File: src/rtl/core/tcfab_pkg.sv
// Package with the types, constants and functions of the time code advance and encoder.
package tcfab_pkg;

	localparam int unsigned WordW = 64;
	localparam int unsigned AddrW = 5;
	localparam int unsigned NumNibbles = 20;
	localparam int unsigned NibVecW = 4 * NumNibbles;
	localparam logic [AddrW-1:0] LastAddr = AddrW'(NumNibbles - 1);
	localparam logic [7:0] SyncLo = 8'hfc;
	localparam logic [7:0] SyncHi = 8'hbf;

	typedef struct packed {
		logic [3:0] u;
		logic [1:0] t;
		logic carry;
	} frame_res_t;

	typedef struct packed {
		logic [3:0] u;
		logic [2:0] t;
		logic carry;
	} bcd60_t;

	typedef struct packed {
		logic [3:0] u;
		logic [1:0] t;
	} hour_res_t;

	function automatic frame_res_t frame_step(logic [3:0] u, logic [1:0] t, logic sys625);
		frame_res_t r;
		logic [2:0] t1;
		t1 = {1'b0, t} + 3'd1;
		r.u = u + 4'd1;
		r.t = t;
		r.carry = 1'b0;
		if (sys625) begin
			if (t >= 2'd2 && u >= 4'd4) begin
				r.u = 4'd0;
				r.t = 2'd0;
				r.carry = 1'b1;
			end else if (u == 4'd9) begin
				r.u = 4'd0;
				r.t = t1[1:0];
			end
		end else begin
			if (u == 4'd9) begin
				r.u = 4'd0;
				if (t1 >= 3'd3) begin
					r.t = 2'd0;
					r.carry = 1'b1;
				end else begin
					r.t = t1[1:0];
				end
			end
		end
		return r;
	endfunction

	function automatic bcd60_t step60(logic [3:0] u, logic [2:0] t);
		bcd60_t r;
		logic [3:0] t1;
		t1 = {1'b0, t} + 4'd1;
		r.u = u + 4'd1;
		r.t = t;
		r.carry = 1'b0;
		if (u == 4'd9) begin
			r.u = 4'd0;
			if (t1 >= 4'd6) begin
				r.t = 3'd0;
				r.carry = 1'b1;
			end else begin
				r.t = t1[2:0];
			end
		end
		return r;
	endfunction

	function automatic hour_res_t hour_step(logic [3:0] u, logic [1:0] t);
		hour_res_t r;
		r.u = u + 4'd1;
		r.t = t;
		if (t >= 2'd2 && u >= 4'd3) begin
			r.u = 4'd0;
			r.t = 2'd0;
		end else if (u == 4'd9) begin
			r.u = 4'd0;
			r.t = t + 2'd1;
		end
		return r;
	endfunction

	// Each byte is bit-reversed and split high nibble first; nibble 0 sits at the bottom.
	function automatic logic [NibVecW-1:0] pack_nibbles(logic [WordW-1:0] w);
		logic [NibVecW-1:0] r;
		logic [7:0] v;
		r = '0;
		for (int i = 0; i < NumNibbles / 2; i++) begin
			if (i < 8) begin
				v = w[8*i +: 8];
			end else if (i == 8) begin
				v = SyncLo;
			end else begin
				v = SyncHi;
			end
			r[8*i +: 4] = {v[0], v[1], v[2], v[3]};
			r[8*i+4 +: 4] = {v[4], v[5], v[6], v[7]};
		end
		return r;
	endfunction

	function automatic logic [7:0] biphase_code(logic [3:0] nib);
		logic [7:0] e;
		unique case (nib)
			4'h0: e = 8'hcc;
			4'h1: e = 8'hcd;
			4'h2: e = 8'hcb;
			4'h3: e = 8'hca;
			4'h4: e = 8'hd3;
			4'h5: e = 8'hd2;
			4'h6: e = 8'hd4;
			4'h7: e = 8'hd5;
			4'h8: e = 8'hb3;
			4'h9: e = 8'hb2;
			4'ha: e = 8'hb4;
			4'hb: e = 8'hb5;
			4'hc: e = 8'hac;
			4'hd: e = 8'had;
			4'he: e = 8'hab;
			4'hf: e = 8'haa;
		endcase
		return e;
	endfunction

endpackage

File: src/rtl/core/tcfab_in_if.sv
// Stream interface that carries one time code word per handshake.
interface tcfab_in_if
	import tcfab_pkg::*;
();
	logic valid;
	logic ready;
	logic [WordW-1:0] timecode_words;

	modport source(output valid, output timecode_words, input ready);
	modport sink(input valid, input timecode_words, output ready);
endinterface

File: src/rtl/core/tcfab_out_if.sv
// Stream interface that carries one encoded RAM byte and its address per handshake.
interface tcfab_out_if
	import tcfab_pkg::*;
();
	logic valid;
	logic ready;
	logic [AddrW-1:0] ram_address;
	logic [7:0] ram_byte;
	logic last_byte;

	modport source(output valid, output ram_address, output ram_byte, output last_byte,
		input ready);
	modport sink(input valid, input ram_address, input ram_byte, input last_byte,
		output ready);
endinterface

File: src/rtl/core/tcfab_cfg_if.sv
// Write channel for the frame system configuration register.
interface tcfab_cfg_if;
	logic valid;
	logic ready;
	logic frame_system_625;

	modport source(output valid, output frame_system_625, input ready);
	modport sink(input valid, input frame_system_625, output ready);
endinterface

File: src/rtl/core/timecode_frame_advance_biphase.sv
// Top level of the time code frame advance and bi-phase encoder.
//
//   channel    dir   payload                                  handshake
//   cfg        in    frame_system_625                         valid/ready, ready always high
//   timecode   in    timecode_words[63:0]                     valid/ready
//   ram        out   ram_address[4:0], ram_byte, last_byte    valid/ready
//
// Each word yields twenty output words, one per cycle while the output is not stalled;
// the single output port, which moves one byte per handshake, limits the throughput.
// An accepted input word passes through stages s1, s2 and s3 and the emitter to the output register.
// Reset clears all valid bits and sets the 25 frame system.
// A stall on the output holds the output register and backs up through the stages
// without loss; three further words can be taken while one is being encoded.
module timecode_frame_advance_biphase
	import tcfab_pkg::*;
(
	input logic clk,
	input logic arst_n,
	tcfab_cfg_if.sink cfg,
	tcfab_in_if.sink timecode,
	tcfab_out_if.source ram
);

	logic sys625_q;

	logic valid_s1;
	logic [WordW-1:0] word_s1;
	frame_res_t frame_s1;
	bcd60_t sec_s1;
	bcd60_t min_s1;
	hour_res_t hour_s1;

	logic valid_s2;
	logic [WordW-1:0] word_s2;
	logic parity_s2;

	logic valid_s3;
	logic [NibVecW-1:0] nib_s3;

	logic em_busy_q;
	logic [AddrW-1:0] em_cnt_q;
	logic em_pol_q;
	logic [NibVecW-1:0] em_data_q;

	logic out_valid_q;
	logic [AddrW-1:0] out_addr_q;
	logic [7:0] out_byte_q;
	logic out_last_q;

	logic out_en;
	logic em_load;
	logic adv_s1;
	logic adv_s2;
	logic adv_s3;
	logic [7:0] enc;
	logic [WordW-1:0] merged;
	logic [WordW-1:0] fixed;

	assign cfg.ready = 1'b1;

	assign out_en = !out_valid_q || ram.ready;
	assign em_load = valid_s3 && (!em_busy_q || (out_en && em_cnt_q == LastAddr));
	assign adv_s3 = !valid_s3 || em_load;
	assign adv_s2 = !valid_s2 || adv_s3;
	assign adv_s1 = !valid_s1 || adv_s2;
	assign timecode.ready = adv_s1;

	always_comb begin
		merged = word_s1;
		merged[3:0] = frame_s1.u;
		merged[9:8] = frame_s1.t;
		if (frame_s1.carry) begin
			merged[19:16] = sec_s1.u;
			merged[26:24] = sec_s1.t;
			if (sec_s1.carry) begin
				merged[35:32] = min_s1.u;
				merged[42:40] = min_s1.t;
				if (min_s1.carry) begin
					merged[51:48] = hour_s1.u;
					merged[57:56] = hour_s1.t;
				end
			end
		end
	end

	always_comb begin
		fixed = word_s2;
		if (!parity_s2) begin
			if (sys625_q) begin
				fixed[59] = ~word_s2[59];
			end else begin
				fixed[27] = ~word_s2[27];
			end
		end
	end

	assign enc = em_pol_q ? ~biphase_code(em_data_q[3:0]) : biphase_code(em_data_q[3:0]);

	always_ff @(posedge clk or negedge arst_n) begin
		if (!arst_n) begin
			sys625_q <= 1'b1;
			valid_s1 <= 1'b0;
			valid_s2 <= 1'b0;
			valid_s3 <= 1'b0;
			em_busy_q <= 1'b0;
			em_cnt_q <= '0;
			em_pol_q <= 1'b0;
			out_valid_q <= 1'b0;
		end else begin
			if (cfg.valid) begin
				sys625_q <= cfg.frame_system_625;
			end
			if (adv_s1) begin
				valid_s1 <= timecode.valid;
			end
			if (adv_s2) begin
				valid_s2 <= valid_s1;
			end
			if (adv_s3) begin
				valid_s3 <= valid_s2;
			end
			if (out_en) begin
				out_valid_q <= em_busy_q;
			end
			if (em_load) begin
				em_busy_q <= 1'b1;
				em_cnt_q <= '0;
				em_pol_q <= 1'b0;
			end else if (out_en && em_busy_q) begin
				em_cnt_q <= em_cnt_q + AddrW'(1);
				em_pol_q <= enc[0];
				if (em_cnt_q == LastAddr) begin
					em_busy_q <= 1'b0;
				end
			end
		end
	end

	always_ff @(posedge clk) begin
		if (adv_s1) begin
			word_s1 <= timecode.timecode_words;
			frame_s1 <= frame_step(timecode.timecode_words[3:0],
				timecode.timecode_words[9:8], sys625_q);
			sec_s1 <= step60(timecode.timecode_words[19:16], timecode.timecode_words[26:24]);
			min_s1 <= step60(timecode.timecode_words[35:32], timecode.timecode_words[42:40]);
			hour_s1 <= hour_step(timecode.timecode_words[51:48],
				timecode.timecode_words[57:56]);
		end
		if (adv_s2) begin
			word_s2 <= merged;
			parity_s2 <= ^merged;
		end
		if (adv_s3) begin
			nib_s3 <= pack_nibbles(fixed);
		end
		if (out_en && em_busy_q) begin
			out_addr_q <= em_cnt_q;
			out_byte_q <= enc;
			out_last_q <= (em_cnt_q == LastAddr);
		end
		if (em_load) begin
			em_data_q <= nib_s3;
		end else if (out_en && em_busy_q) begin
			em_data_q <= em_data_q >> 4;
		end
	end

	assign ram.valid = out_valid_q;
	assign ram.ram_address = out_addr_q;
	assign ram.ram_byte = out_byte_q;
	assign ram.last_byte = out_last_q;

endmodule

File: src/flat_wrapper.sv
// flat-port wrapper written by rule: the top's interface ports become plain ports
module timecode_frame_advance_biphase_flat import tcfab_pkg::*;
  (clk, arst_n, cfg_valid, cfg_frame_system_625, cfg_ready, timecode_valid, timecode_timecode_words, timecode_ready, ram_valid, ram_ram_address, ram_ram_byte, ram_last_byte, ram_ready);
  tcfab_cfg_if cfg_i ();
  tcfab_in_if timecode_i ();
  tcfab_out_if ram_i ();
  input logic clk;
  input logic arst_n;
  input wire logic [$bits(cfg_i.valid)-1:0] cfg_valid;
  input wire logic [$bits(cfg_i.frame_system_625)-1:0] cfg_frame_system_625;
  output wire logic [$bits(cfg_i.ready)-1:0] cfg_ready;
  input wire logic [$bits(timecode_i.valid)-1:0] timecode_valid;
  input wire logic [$bits(timecode_i.timecode_words)-1:0] timecode_timecode_words;
  output wire logic [$bits(timecode_i.ready)-1:0] timecode_ready;
  output wire logic [$bits(ram_i.valid)-1:0] ram_valid;
  output wire logic [$bits(ram_i.ram_address)-1:0] ram_ram_address;
  output wire logic [$bits(ram_i.ram_byte)-1:0] ram_ram_byte;
  output wire logic [$bits(ram_i.last_byte)-1:0] ram_last_byte;
  input wire logic [$bits(ram_i.ready)-1:0] ram_ready;
  assign cfg_i.valid = cfg_valid;
  assign cfg_i.frame_system_625 = cfg_frame_system_625;
  assign cfg_ready = cfg_i.ready;
  assign timecode_i.valid = timecode_valid;
  assign timecode_i.timecode_words = timecode_timecode_words;
  assign timecode_ready = timecode_i.ready;
  assign ram_valid = ram_i.valid;
  assign ram_ram_address = ram_i.ram_address;
  assign ram_ram_byte = ram_i.ram_byte;
  assign ram_last_byte = ram_i.last_byte;
  assign ram_i.ready = ram_ready;
  timecode_frame_advance_biphase u_core (.clk(clk), .arst_n(arst_n), .cfg(cfg_i), .timecode(timecode_i), .ram(ram_i));
endmodule
File: config.mk
export PLATFORM = sky130hd
export DESIGN_NAME = timecode_frame_advance_biphase_flat
export DESIGN_NICKNAME = d
export VERILOG_FILES = /design/src/rtl/core/tcfab_pkg.sv /design/src/rtl/core/tcfab_in_if.sv /design/src/rtl/core/tcfab_out_if.sv /design/src/rtl/core/tcfab_cfg_if.sv /design/src/rtl/core/timecode_frame_advance_biphase.sv /design/src/flat_wrapper.sv
export SDC_FILE = /design/constraint.sdc
export NUM_CORES = 1
export LEC_CHECK = 0
export ABC_AREA = 1
export BUFFER_PORTS_ARGS = -buffer_cell sky130_fd_sc_hd__buf_2
export CORE_MARGIN = 4
export CORE_UTILIZATION = 50
export CTS_CLUSTER_SIZE = 40
export DETAILED_ROUTE_END_ITERATION = 8
export PLACE_DENSITY = 0.7
export SLEW_MARGIN = 0
export SYNTH_ARGS = -nofsm -noshare
export SYNTH_HDL_FRONTEND = slang
export SYNTH_SLANG_ARGS = --single-unit
File: constraint.sdc
create_clock -name clk -period 4.85 [get_ports clk]
set_clock_uncertainty 0.05 [all_clocks]
set_input_delay 0.2425 -clock clk [delete_from_list [all_inputs] [get_ports clk]]
set_output_delay 0.2425 -clock clk [all_outputs]
set_load 0.01 [all_outputs]
==> results by group <==
Timing
  • Pins Over Slew Limit: 0
  • Hold Fails Final Rpt: 0
  • Achievable Freq: 311 MHz
  • Worst Max-Slew Pin Slew: 1.14 ns
  • Setup TNS: 0 ns
  • Max_slew headroom: 0.240
  • Final setup vio count: 0
  • RSZ-0062 raised after global routing: false
  • Post-layout min period: 3.22 ns
  • Crit share post-route: 0.664

Route
  • Drt via density: 4.86
  • Iteration-0 DRC Markers: 673
  • DRT Pass-1 Iters: 5
  • DRC: 0
  • Vias: 8,469
  • WL final: 22,600 um
  • DR WL/cell: 12.9 um
  • Final ANT Viol Nets: 0

Synth
  • Yosys reg bits: 318
  • Yosys warns: 0
  • Synth cell types: 42
  • Synthesized cell area: 0.0135 sq mm
  • Syn_area_per_cell: 11.0 sq um
  • Register area share after synthesis: 0.697
  • Top FF cell, synth: edfxtp_1
  • FFs w/ async S/R, synth: 0.0377
  • EDFF count, synth: 299
  • Synthesized net count: 1,318
  • Mapped Cells: 1,232

Critical path
  • Worst setup SP type: register
  • Crit path largest cell delay: 0.45 ns
  • Critical path class: register to primary output
  • Max Fanout on Critical Path: 49
  • Crit-path slowest cell: buf_4
  • CP arrival: 2.93 ns
  • Cell breakdown of the critical path: ha_1, nand4_1, nand2_1, nor2_1, inv_2, nor2_1, nand2_4, buf_4, buf_2
  • Critical path required time: 4.56 ns
  • Critical Path Sink Type: primary output
  • Crit path top cell by count: nor2_1

Power and ir drop
  • Switching power: 1.45 mW
  • Lkg Pwr: 6.79 nW
  • Combinational share of power: 0.115
  • Switching share of power: 0.233
  • Pint: 4.76 mW
  • Clk pwr share: 0.340
  • Max IR drop VDD: 247 uV
  • Power share of the sequential group: 0.545
  • Power density cells: 394 mW/mm^2
  • Total chip power: 6.21 mW

Final layout
  • Filler instances: 2,045
  • Final net count: 1,480
  • Diodes inserted: 0
  • Area delta synth->final: 16.6%
  • Final Util: 0.598
  • Reg area: 0.00942 sq mm
  • Share of layout cells above drive strength 1: 0.110
  • Area of the multi-input gates: 0.00344 sq mm

Floorplan
  • Die X-Extent: 172 um
  • Core area: 0.0264 sq mm
  • # IOs: 87
  • Die Y: 172 um
  • Initial Utilization: 0.513
  • Rows: 59
  • DIE AREA: 0.0297 sq mm

GRT
  • Overall Global Routing Usage: 0.154
  • First-pass GRT wire length: 37,700 um
  • Number of global-route vias before repair: 8,108
  • Initial antenna violation count: 0
  • GRT overflow: 0
  • Largest net degree at the start of global routing: 70

CTS
  • Max Root-Sink Buffers: 3
  • Clk slew on worst S/H paths: 0.06 ns
  • CTS buffer count: 31
  • Worst-Skew Late Latency: 0.54 ns
  • TritonCTS clock tree: built
  • Post-cts resize count: 0
  • # H-tree levels: 1
  • Clk sinks: 318
  • CTS root buffer: clkbuf_16

Place
  • Port-buffer cells: 85
  • RePlAce Congestion: 0.866
  • Detailed placer's ending HPWL: 14,800 um

Hold path
  • Hold Path Class: input pin to asynchronous set/reset pin

Flow run
  • Maxcap violations: 0

Run status
  • Run status: complete, no violations
-- synth_stat cells (7+ instances only) --
| master | instances | area [sq um] |
|---|---|---|
| xor2_1 | 16 | 140 |
| nand2_2 | 11 | 68.8 |
| clkbuf_1 | 12 | 45.0 |
| nand3_1 | 64 | 320 |
| nor2_1 | 34 | 128 |
| dfxtp_1 | 7 | 140 |
| edfxtp_1 | 299 | 8980 |
| nand4_1 | 11 | 68.8 |
| nand2_1 | 531 | 1990 |
| inv_1 | 125 | 469 |
| dfrtp_1 | 11 | 275 |
| o21ai_0 | 14 | 70.1 |
| ha_1 | 16 | 200 |
| a21oi_1 | 7 | 35.0 |
| xnor2_1 | 16 | 140 |
-- state kept, by name (all words and copies together) (netlist names), 6 cells and up, named ones only --
register             count
u_core.hour_s1           6
u_core.sec_s1            8
u_core.nib_s3           64
u_core.min_s1            8
u_core.word_s1          58
u_core.word_s2          64
u_core.ram.ram_byte      8
u_core.em_data_q        69
u_core.frame_s1          7
-- power groups by stage --
stage | sequential (mW) | clock, mW | combinational, mW
final | 3.38 | 2.11 | 0.714
after global routing | 3.41 | 2.28 | 0.828
after CTS | 3.38 | 2.17 | 0.724
after detailed placement | 3.44 | 0 | 0.681
after global placement | 3.43 | 0 | 0.659
after floorplan | 3.43 | 0 | 0.482
-- final cells by class --
cell class,instances,share of cell area
Timing Repair Buffer,155,0.0705
Tap cell,335,0.0266
Multi-Input combinational cell,756,0.218
Clock buffer,41,0.0516
Sequential cell,318,0.598
Inverter,132,0.0315
Clock inverter,7,0.00373
-- repair_timing --
action,4_1_cts,5_1_grt
hold endpoints to repair,80,0
hold buffers,64,0
setup endpoints to repair,0,0
setup buffers,0,0
-- cell families (layout without fill, tap and decap cells) --
kind of cell,after synthesis,count (layout),share of synthesized area
buffers and inverters,158,335,0.0489
AND/OR/NAND/NOR,670,670,0.201
XOR/XNOR,32,32,0.0207
AO/OA/AOI/OAI,37,37,0.0165
adder cells (fa/ha/maj),16,16,0.0148
other,1,1,0.000278
flip-flops,318,318,0.697
-- per-stage QoR --
stage          hold slack, ns  setup slack (ns)  area (sq um)  cells
2_1_floorplan          -0.103             0.147         13500   1232
3_3_place_gp           0.0861              2.20         14200   1632
3_5_place_dp           0.0880              2.13         14200   1632
4_1_cts                0.0585              1.53         15800   1744
5_1_grt                 0.102              1.37         15800   1744
6_report               0.0840              1.63         15800   1744
-- final timing paths --
path	startpoint	endpoint	slack, ns	cells past startpoint
worst max register to register	u_core.ram.valid$_DFFE_PN0P_	u_core.em_data_q[38]$_DFFE_PP_	2.21	6
min in group clk	timecode_timecode_words[2]	u_core.frame_s1[5]$_DFFE_PP_	0.12	3
max in group asynchronous	arst_n	u_core.sys625_q$_DFFE_PN1P_	4.39	2
worst min-delay path	arst_n	u_core.ram.valid$_DFFE_PN0P_	0.08	2
worst min register to register	u_core.word_s2[51]$_DFFE_PP_	u_core.nib_s3[48]$_DFFE_PP_	0.37	0
worst max-delay path	u_core.em_cnt_q[0]$_DFFE_PN0P_	timecode_ready	1.63	9
-- cells in the final DEF, fill, tap and decap left out, types with 2 or more instances in the layout --
master,netlist,final
nand2_1,531,530
edfxtp_1,299,299
inv_1,125,122
buf_2,4,85
nand3_1,64,64
dlygate4sd3_1,0,64
nor2_1,34,34
clkbuf_16,0,31
xnor2_1,16,16
xor2_1,16,16
ha_1,16,16
o21ai_0,14,14
nand2_2,11,11
nand4_1,11,11
dfrtp_1,11,11
clkbuf_1,12,10
inv_2,5,8
a21oi_1,7,7
dfxtp_1,7,7
clkinv_1,2,6
o22ai_1,6,6
buf_4,2,6
nor3_1,5,5
o21ai_1,3,3
or2_2,3,3
nand2_4,1,2
or2_0,2,2
o32ai_1,2,2
nor3b_1,2,2
nand3_2,2,2
-- layer usage --
| layer | routed length [um] | GRT usage | share of wire |
|---|---|---|---|
| met5 | 0 | 0 | 0 |
| met4 | 545 | 0.0482 | 0.024 |
| met3 | 994 | 0.0238 | 0.044 |
| met2 | 10900 | 0.259 | 0.48 |
| met1 | 10200 | 0.209 | 0.45 |
-- worst max-delay path, delay by kind of cell (launching register included) --
family	cells	cell delay, ns
flip-flops	1	0.40
adder cells (fa/ha/maj)	1	0.24
AND/OR/NAND/NOR	5	1.00
buffers and inverters	3	0.72
No activity file was read; power rests on OpenSTA's default activity.
